### src/hdl/playout_delay_adapter_top_assert.svh
// assertion macros for the playout delay adapter top level
// used by playout_delay_adapter_top.sv, expects clk and rst_n in scope
`ifndef PLAYOUT_DELAY_ADAPTER_TOP_ASSERT_SVH
`define PLAYOUT_DELAY_ADAPTER_TOP_ASSERT_SVH

// same-cycle implication, disabled during reset
`define PDA_ASSERT_IMP(label, cond, cons, msg) \
  label: assert property (@(posedge clk) disable iff (!rst_n) (cond) |-> (cons)) \
    else $error(msg);

// next-cycle implication, disabled during reset
`define PDA_ASSERT_NXT(label, cond, cons, msg) \
  label: assert property (@(posedge clk) disable iff (!rst_n) (cond) |=> (cons)) \
    else $error(msg);

`endif

### src/hdl/pda_pkg.sv
// shared types, constants and helpers of the playout delay adapter
// no dependencies; imported by every module of the block
`timescale 1ns / 1ps

package pda_pkg;

  // field widths
  localparam int TS_W     = 32;
  localparam int SEQ_W    = 16;
  localparam int CONC_W   = 8;
  localparam int CFG_W    = 16;
  localparam int JIT_W    = 40;
  localparam int CFG_IDX_W = 2;

  // jitter estimator constants
  localparam int JIT_INIT_INT  = 80;
  localparam int JIT_FRAC_BITS = 8;
  localparam int JIT_AVG_SHIFT = 4;
  localparam int JIT_MULT      = 3;
  localparam int JIT_CLAMP     = 8000;
  localparam int GAP_SHIFT     = 3;   // gap span of eight units
  localparam int CONCEAL_LIMIT = 4;

  localparam logic [JIT_W-1:0] JIT_INIT = JIT_W'(JIT_INIT_INT) << JIT_FRAC_BITS;

  // jitter term: largest integer jitter that stays under the clamp once tripled
  localparam int TERM_LIMIT = JIT_CLAMP / JIT_MULT;
  localparam int JINT_W     = $clog2(TERM_LIMIT + 1);
  localparam int TERM_W     = $clog2(JIT_CLAMP + 1);

  // register reset values
  localparam logic [CFG_W-1:0] UNIT_LENGTH_RST = CFG_W'(160);
  localparam logic [CFG_W-1:0] CUSHION_RST     = '0;

  // register indexes
  localparam logic [CFG_IDX_W-1:0] CFG_UNIT_LENGTH   = 2'd0;
  localparam logic [CFG_IDX_W-1:0] CFG_CUSHION       = 2'd1;
  localparam logic [CFG_IDX_W-1:0] CFG_CLOCK_DIFFERS = 2'd2;

  typedef struct packed {
    logic [CFG_W-1:0] unit_length;
    logic [CFG_W-1:0] cushion_samples;
    logic             clock_differs;
  } cfg_t;

  typedef struct packed {
    logic            ts_advance;   // timestamp later than the stored one
    logic            updated;      // offset recomputed
    logic [TS_W-1:0] offset_nxt;
  } ofs_res_t;

  // a is later than b in wrapping timestamp order
  function automatic logic ts_later(input logic [TS_W-1:0] a, input logic [TS_W-1:0] b);
    logic [TS_W-1:0] d;
    d = a - b;
    return (d != '0) && !d[TS_W-1];
  endfunction

endpackage

### src/hdl/pda_jitter.sv
// interarrival jitter update and clamped jitter term
// depends on pda_pkg
`timescale 1ns / 1ps

module pda_jitter (
  input  logic [pda_pkg::TS_W-1:0]   delay,
  input  logic [pda_pkg::TS_W-1:0]   last_delay,
  input  logic [pda_pkg::JIT_W-1:0]  jitter,
  input  logic                       fresh,
  output logic [pda_pkg::JIT_W-1:0]  jitter_nxt,
  output logic [pda_pkg::TERM_W-1:0] term
);
  import pda_pkg::*;

  localparam int DIFF_W  = TS_W + 1;
  localparam int SHL_W   = DIFF_W + JIT_FRAC_BITS;
  localparam int T_W     = SHL_W + 1;

  logic signed [DIFF_W-1:0] ddiff;
  logic        [DIFF_W-1:0] dabs;
  logic signed [T_W-1:0]    t;
  logic signed [T_W-1:0]    step;
  logic        [T_W-1:0]    sum;
  logic        [TS_W-1:0]   jint;
  logic        [TERM_W-1:0] term_prod;

  // absolute delay change, exact up to 2^32
  always_comb begin
    ddiff = $signed({delay[TS_W-1], delay}) - $signed({last_delay[TS_W-1], last_delay});
    dabs  = ddiff[DIFF_W-1] ? (~ddiff + 1'b1) : ddiff;
  end

  // running average by one sixteenth, rounding toward minus infinity
  always_comb begin
    t    = $signed({1'b0, dabs, {JIT_FRAC_BITS{1'b0}}}) - $signed({{(T_W-JIT_W){1'b0}}, jitter});
    step = t >>> JIT_AVG_SHIFT;
    sum  = {{(T_W-JIT_W){1'b0}}, jitter} + step;
    jitter_nxt = fresh ? JIT_INIT : sum[JIT_W-1:0];
  end

  // integer part times three, clamped
  always_comb begin
    jint      = jitter_nxt[JIT_W-1:JIT_FRAC_BITS];
    term_prod = {{(TERM_W-JINT_W){1'b0}}, jint[JINT_W-1:0]} * TERM_W'(JIT_MULT);
    term      = (jint > TS_W'(TERM_LIMIT)) ? TERM_W'(JIT_CLAMP) : term_prod;
  end

endmodule

### src/hdl/pda_offset.sv
// timestamp order, gap test and playout offset recompute
// depends on pda_pkg
`timescale 1ns / 1ps

module pda_offset (
  input  logic [pda_pkg::TS_W-1:0]   ts,
  input  logic [pda_pkg::SEQ_W-1:0]  seq,
  input  logic                       marker,
  input  logic [pda_pkg::CONC_W-1:0] concealed,
  input  logic                       fresh,
  input  logic [pda_pkg::TS_W-1:0]   delay,
  input  logic [pda_pkg::TERM_W-1:0] term,
  input  logic [pda_pkg::TS_W-1:0]   prev_ts,
  input  logic [pda_pkg::SEQ_W-1:0]  prev_seq,
  input  logic [pda_pkg::TS_W-1:0]   offset,
  input  pda_pkg::cfg_t              cfg,
  output pda_pkg::ofs_res_t          res
);
  import pda_pkg::*;

  logic [TS_W-1:0]  prev_eff;
  logic [SEQ_W:0]   sdiff;
  logic [TS_W-1:0]  sdiff_ext;
  logic [TS_W-1:0]  prod;
  logic [TS_W-1:0]  span;
  logic [TS_W-1:0]  limit;
  logic             readjust;
  logic [TS_W-1:0]  var_sum;

  // gap limit from the sequence step
  always_comb begin
    prev_eff  = fresh ? (ts - 1'b1) : prev_ts;
    sdiff     = {1'b0, seq} - {1'b0, prev_seq};
    sdiff_ext = {{(TS_W-SEQ_W-1){sdiff[SEQ_W]}}, sdiff};
    prod      = sdiff_ext * {{(TS_W-CFG_W){1'b0}}, cfg.unit_length};
    span      = prod << GAP_SHIFT;
    limit     = prev_eff + span + 1'b1;
  end

  // readjust at the first header, talkspurt start, long concealment or gap
  always_comb begin
    readjust = marker || fresh || (concealed > CONC_W'(CONCEAL_LIMIT)) || ts_later(ts, limit);
    var_sum  = TS_W'(term) + {{(TS_W-CFG_W){1'b0}}, cfg.cushion_samples}
             + (cfg.clock_differs ? {{(TS_W-CFG_W){1'b0}}, cfg.unit_length} : '0);
    res.ts_advance = ts_later(ts, prev_eff);
    res.updated    = res.ts_advance && readjust;
    res.offset_nxt = res.updated ? (delay + var_sum) : offset;
  end

endmodule

### src/hdl/playout_delay_adapter_top.sv
// Playout delay adapter: one packet header in, one playout point out.
// Input channel in_*: header fields with in_valid, in_stall back to the sender.
// Result channel out_*: playout_point and offset_updated with out_valid,
// out_stall driven by the receiver.
// Config channel cfg_*: index and 16-bit data, always ready, write only when idle.
// An accepted header passes the input register, then the result register,
// before out_valid. One header per cycle while the receiver does not stall;
// the estimator state is read and written in the same cycle between the two.
// A stalled receiver holds the result register; the input register still
// takes one more header, after which in_stall rises until the result moves.
// Reset (rst_n low, synchronous) empties both registers, restores
// unit_length 160, cushion 0, clock_differs 0, clears the estimator and
// marks the next header as the first one.
// Depends on pda_pkg, pda_jitter, pda_offset and the assertion header.
`timescale 1ns / 1ps

module playout_delay_adapter_top (
  input  logic                          clk,
  input  logic                          rst_n,
  input  logic                          in_valid,
  output logic                          in_stall,
  input  logic [pda_pkg::TS_W-1:0]      in_media_timestamp,
  input  logic [pda_pkg::SEQ_W-1:0]     in_sequence_number,
  input  logic                          in_marker_bit,
  input  logic [pda_pkg::TS_W-1:0]      in_arrival_time,
  input  logic [pda_pkg::CONC_W-1:0]    in_concealed_run,
  input  logic                          in_format_restart,
  output logic                          out_valid,
  input  logic                          out_stall,
  output logic [pda_pkg::TS_W-1:0]      out_playout_point,
  output logic                          out_offset_updated,
  input  logic                          cfg_valid,
  output logic                          cfg_ready,
  input  logic [pda_pkg::CFG_IDX_W-1:0] cfg_index,
  input  logic [pda_pkg::CFG_W-1:0]     cfg_data
);
  import pda_pkg::*;

  `include "playout_delay_adapter_top_assert.svh"

  // configuration
  cfg_t cfg_r, cfg_nxt;

  // input register
  logic              s1_valid_r, s1_valid_nxt;
  logic [TS_W-1:0]   s1_ts_r;
  logic [SEQ_W-1:0]  s1_seq_r;
  logic              s1_marker_r;
  logic [TS_W-1:0]   s1_arrival_r;
  logic [CONC_W-1:0] s1_conc_r;
  logic              s1_restart_r;

  // estimator state
  logic              fresh_r, fresh_nxt;
  logic [TS_W-1:0]   last_delay_r, last_delay_nxt;
  logic [JIT_W-1:0]  jitter_r, jitter_nxt;
  logic [TS_W-1:0]   prev_ts_r, prev_ts_nxt;
  logic [SEQ_W-1:0]  prev_seq_r, prev_seq_nxt;
  logic [TS_W-1:0]   offset_r, offset_nxt;

  // result register
  logic              out_valid_r, out_valid_nxt;
  logic [TS_W-1:0]   out_point_r;
  logic              out_upd_r;

  logic              in_accept;
  logic              advance;
  logic              fresh_eff;
  logic [TS_W-1:0]   delay;
  logic [TERM_W-1:0] term;
  ofs_res_t          ofs;

  // handshake
  assign advance   = s1_valid_r && (!out_valid_r || !out_stall);
  assign in_stall  = s1_valid_r && !advance;
  assign in_accept = in_valid && !in_stall;
  assign cfg_ready = 1'b1;

  // config register writes
  always_comb begin
    cfg_nxt = cfg_r;
    if (cfg_valid && cfg_ready) begin
      unique case (cfg_index)
        CFG_UNIT_LENGTH:   cfg_nxt.unit_length     = cfg_data;
        CFG_CUSHION:       cfg_nxt.cushion_samples = cfg_data;
        CFG_CLOCK_DIFFERS: cfg_nxt.clock_differs   = cfg_data[0];
        default:           cfg_nxt = cfg_r;
      endcase
    end
  end

  always_ff @(posedge clk) begin
    if (!rst_n) begin
      cfg_r.unit_length     <= UNIT_LENGTH_RST;
      cfg_r.cushion_samples <= CUSHION_RST;
      cfg_r.clock_differs   <= 1'b0;
    end else begin
      cfg_r <= cfg_nxt;
    end
  end

  // input register
  assign s1_valid_nxt = in_accept || (s1_valid_r && !advance);

  always_ff @(posedge clk) begin
    if (!rst_n) begin
      s1_valid_r <= 1'b0;
    end else begin
      s1_valid_r <= s1_valid_nxt;
    end
  end

  always_ff @(posedge clk) begin
    if (in_accept) begin
      s1_ts_r      <= in_media_timestamp;
      s1_seq_r     <= in_sequence_number;
      s1_marker_r  <= in_marker_bit;
      s1_arrival_r <= in_arrival_time;
      s1_conc_r    <= in_concealed_run;
      s1_restart_r <= in_format_restart;
    end
  end

  // per-request datapath
  assign fresh_eff = fresh_r || s1_restart_r;
  assign delay     = s1_arrival_r - s1_ts_r;

  pda_jitter u_jitter (
    .delay      (delay),
    .last_delay (last_delay_r),
    .jitter     (jitter_r),
    .fresh      (fresh_eff),
    .jitter_nxt (jitter_nxt),
    .term       (term)
  );

  pda_offset u_offset (
    .ts        (s1_ts_r),
    .seq       (s1_seq_r),
    .marker    (s1_marker_r),
    .concealed (s1_conc_r),
    .fresh     (fresh_eff),
    .delay     (delay),
    .term      (term),
    .prev_ts   (prev_ts_r),
    .prev_seq  (prev_seq_r),
    .offset    (offset_r),
    .cfg       (cfg_r),
    .res       (ofs)
  );

  // estimator state update
  always_comb begin
    fresh_nxt      = 1'b0;
    last_delay_nxt = delay;
    offset_nxt     = ofs.offset_nxt;
    prev_ts_nxt    = ofs.ts_advance ? s1_ts_r  : prev_ts_r;
    prev_seq_nxt   = ofs.ts_advance ? s1_seq_r : prev_seq_r;
  end

  always_ff @(posedge clk) begin
    if (!rst_n) begin
      fresh_r      <= 1'b1;
      last_delay_r <= '0;
      jitter_r     <= '0;
      prev_ts_r    <= '0;
      prev_seq_r   <= '0;
      offset_r     <= '0;
    end else if (advance) begin
      fresh_r      <= fresh_nxt;
      last_delay_r <= last_delay_nxt;
      jitter_r     <= jitter_nxt;
      prev_ts_r    <= prev_ts_nxt;
      prev_seq_r   <= prev_seq_nxt;
      offset_r     <= offset_nxt;
    end
  end

  // result register
  assign out_valid_nxt = advance || (out_valid_r && out_stall);

  always_ff @(posedge clk) begin
    if (!rst_n) begin
      out_valid_r <= 1'b0;
    end else begin
      out_valid_r <= out_valid_nxt;
    end
  end

  always_ff @(posedge clk) begin
    if (advance) begin
      out_point_r <= s1_ts_r + offset_nxt;
      out_upd_r   <= ofs.updated;
    end
  end

  assign out_valid          = out_valid_r;
  assign out_playout_point  = out_point_r;
  assign out_offset_updated = out_upd_r;

  // checks
  `PDA_ASSERT_IMP(a_stall_only_full, !s1_valid_r, !in_stall,
    "input stalled with empty input register")
  `PDA_ASSERT_NXT(a_advance_fills_out, advance, out_valid,
    "processed request left no result")
  `PDA_ASSERT_NXT(a_first_updates, advance && fresh_r, out_offset_updated,
    "first request after reset did not set the offset")
  `PDA_ASSERT_NXT(a_offset_hold, advance && !ofs.updated, $stable(offset_r),
    "playout offset changed without a recompute")

endmodule

### config.mk
export PLATFORM = sky130hd
export DESIGN_NAME = playout_delay_adapter_top
export DESIGN_NICKNAME = d
export VERILOG_FILES = /design/src/hdl/pda_pkg.sv /design/src/hdl/pda_jitter.sv /design/src/hdl/pda_offset.sv /design/src/hdl/playout_delay_adapter_top.sv
export VERILOG_INCLUDE_DIRS = /design/src /design/src/hdl
export SDC_FILE = /design/constraint.sdc
export NUM_CORES = 2
export LEC_CHECK = 0
export BUFFER_PORTS_ARGS = -buffer_cell sky130_fd_sc_hd__buf_2
export CORE_ASPECT_RATIO = 0.7
export CORE_UTILIZATION = 40
export DETAILED_ROUTE_END_ITERATION = 16
export HOLD_SLACK_MARGIN = 0.05
export PLACE_DENSITY = 0.54
export SYNTH_ARGS = -nofsm -noshare
export SYNTH_HDL_FRONTEND = slang
export SYNTH_SLANG_ARGS = --single-unit
### constraint.sdc
create_clock -name clk -period 38.1 [get_ports clk]
set_input_delay 1.905 -clock clk [delete_from_list [all_inputs] [get_ports clk]]
set_output_delay 1.905 -clock clk [all_outputs]
set_load 0.005 [all_outputs]
==> run_results.csv <==
group,metric,value,unit
yosys,synth_area,38000,sq um
critical_path,endpoint,"out_playout_point[31]",
clock_tree,clk_pin_slew,0.06,ns
layout,seqCellArea,7460,sq um
grt,grt_start_max_net_pins,77,
yosys,synthFlopType,"dfxtp_1",
yosys,syn_avg_cell_area,8.65,sq um
critical_path,r2r_slack,17.88,ns
sta,finalHoldViolCount,0,
yosys,synthArstFlopShare,0,
layout,fill_cells,9392,
critical_path,crit_path_end_kind,"flop",
critical_path,cp_max_fo,10,
critical_path,worstPathRequired,38.44,ns
sta,fin_worst_skew,0.0471,ns
routing,drc,0,
critical_path,r2r_end,"out_playout_point[31]",
grt,antenna_found_initial,1,
yosys,yosys_warnings,0,
critical_path,cpMaxStageDelayCell,"edfxtp_1",
clock_tree,numCtsBuffers,38,
floorplan,dieArea,96400,sq um
layout,nNetsFinal,5277,
status,outcome,"finished, final reports clean",
critical_path,r2r_start,"s1_ts_r[1]",
yosys,synth_nets,5178,
clock_tree,h-tree-depth,2,
grt,grt_pass1_wl,186000,um
floorplan,rows,94,
layout,diodes,0,
placed_design,io_buffers,147,
routing,drt_iter0_drc,2750,
floorplan,pin_count,149,
sta,period_share,0.531,
routing,vias,31400,
grt,grt_pass1_vias,30000,
critical_path,reg2reg_depth,83,
critical_path,critical_path.most_common_cell,"a21oi_1",
sta,worst_slew_pin_slew,1.06,ns
sta,rsz0062_at_grt,"no",
layout,multi_input_area,28100,sq um
floorplan,floorplan.initialDensity,0.404,
clock_tree,cts_setup_buffers,0,
sta,slew_violations,0,
routing,ant_nets,0,
critical_path,slowest_delay,0.56,ns
yosys,syn_inst,4398,
sta,min_period,20.22,ns
clock_tree,clockRootBuffer,"clkbuf_16",
clock_tree,clk_latency,0.61,ns
critical_path,critPathLaunchType,"flop",
placed_design,globalplace.congestion,0.952,
placed_design,dp.final_hpwl,97700,um
critical_path,worstSetupPathType,"reg -> reg",
job,cap_violations,0,
floorplan,dieHeight,260,um
yosys,synth.distinct_cells,107,
sta,slew_headroom,0.293,
floorplan,die_w,371,um
yosys,synth_edf_count,123,
sta,fin_tns_setup,0,ns
layout,syn2layout_area_growth,9.23,%
routing,viasPerCell,5.43,
layout,final_layout_size_suffix_gt1_frac,0.0751,
routing,wl_per_cell,20.9,um
clock_tree,cts_buffer_depth,3,
sta,max_freq,0.0495,GHz
min_path,hold_path.class,"reg -> reg",
critical_path,crit_arrival,20.56,ns
clock_tree,cts_tree,"done",
grt,grt_usage,0.251,
critical_path,critPathLaunch,"s1_ts_r[1]",
clock_tree,postCtsHoldBufs,0,
yosys,synth-seq-cells,311,
clock_tree,cts.repair.resized,0,
floorplan,coreArea,94100,sq um
routing,totalWireLength,121000,um
routing,drt-pass1-iter-count,5,
grt,grt_overflow_total,0,
clock_tree,cts.sinks,311,
sta,setup_viol,0,
yosys,yosysSeqAreaShare,0.196,
registers in the layout, indices dropped and copies added (netlist names):
register            count
jitter_r               40
cfg_r                  33
last_delay_r           32
offset_r               32
out_playout_point      32
prev_ts_r              32
s1_arrival_r           32
s1_ts_r                32
prev_seq_r             16
s1_seq_r               16
s1_conc_r               8
fresh_r                 1
out_offset_updated      1
out_valid               1
s1_marker_r             1
s1_restart_r            1
s1_valid_r              1
Yosys cell counts, types with 58 or more instances:
| cell | number | area [sq um] |
|---|---|---|
| xor2_1 | 92 | 806 |
| inv_1 | 548 | 2060 |
| clkbuf_1 | 108 | 405 |
| dfxtp_1 | 188 | 3760 |
| nor2_1 | 204 | 766 |
| nand2_1 | 393 | 1480 |
| and2_1 | 196 | 1230 |
| a21boi_0 | 80 | 601 |
| fa_1 | 294 | 5890 |
| nor2b_1 | 182 | 1140 |
| o21a_1 | 58 | 435 |
| a21oi_1 | 255 | 1280 |
| a21o_1 | 88 | 661 |
| xnor2_1 | 213 | 1870 |
| o21ai_0 | 168 | 841 |
| mux2i_1 | 95 | 951 |
| edfxtp_1 | 123 | 3690 |
| ha_1 | 373 | 4670 |
layout make-up:
cell class                      count  area share
Clock buffer                       45      0.0240
Inverter                          549      0.0496
Multi-Input combinational cell   3410       0.675
Clock inverter                     24     0.00918
Tap cell                         1248      0.0376
Sequential cell                   311       0.179
Timing Repair Buffer              187      0.0250
layout by cell type, fill, tap and decap left out, types with 123 or more instances in the layout:
master / Yosys / final
buf_2: 3 / 146
edfxtp_1: 123 / 123
nor2b_1: 182 / 181
o21ai_0: 168 / 168
inv_1: 548 / 548
fa_1: 294 / 294
ha_1: 373 / 373
a21oi_1: 255 / 255
dfxtp_1: 188 / 188
nand2_1: 393 / 392
nor2_1: 204 / 202
and2_1: 196 / 196
xnor2_1: 213 / 209
routing by layer:
layer | vias up | global-route usage | part of all wire
li1 | 15200 | - | -
met1 | 15200 | 0.416 | 0.54
met2 | 928 | 0.330 | 0.37
met4 | 0 | 0.0384 | 0.013
met5 | - | 0 | 0
met3 | 83 | 0.0447 | 0.073
worst max-delay path, delay by kind of cell, from the launching register on:
family	cells	cell delay, ns
buffers and inverters	3	0.35
adder cells (fa/ha/maj)	9	2.93
flip-flops	1	0.56
XOR/XNOR	7	1.75
AO/OA/AOI/OAI	43	10.01
AND/OR/NAND/NOR	20	3.99
multiplexers	1	0.33
logic make-up after synthesis:
family	count (synthesis)	synth area share
AND/OR/NAND/NOR	1354	0.185
AO/OA/AOI/OAI	951	0.167
buffers and inverters	677	0.0684
adder cells (fa/ha/maj)	667	0.277
flip-flops	311	0.196
XOR/XNOR	307	0.0714
multiplexers	130	0.0355
other	1	0.0000986
worst min-delay path by stage:
stage / from / end / slack [ns] / depth (start not counted)
finish: last_delay_r[21] / last_delay_r[21] / 0.47 / 2
global route: last_delay_r[5] / last_delay_r[5] / 0.48 / 2
CTS: last_delay_r[5] / last_delay_r[5] / 0.47 / 2
detailed placement: last_delay_r[5] / last_delay_r[5] / 0.46 / 2
global placement: last_delay_r[16] / last_delay_r[16] / 0.45 / 2
floorplan: last_delay_r[10] / last_delay_r[10] / 0.44 / 2
per-stage QoR:
step | std cells | hold slack (ns) | utilization | setup WS, ns | instance area [sq um]
5_1_grt | 5774 | 0.483 | 0.442 | 15.98 | 41600
2_1_floorplan | 4398 | 0.443 | - | 20.75 | 38000
3_3_place_gp | 5705 | 0.454 | 0.427 | 18.33 | 40200
6_report | 5774 | 0.465 | 0.442 | 17.88 | 41600
4_1_cts | 5774 | 0.467 | 0.442 | 18.02 | 41600
3_5_place_dp | 5705 | 0.459 | 0.427 | 18.17 | 40200
Power is not shown: default switching activity piles up to over one toggle a cycle in this logic, so the estimate is an artifact.
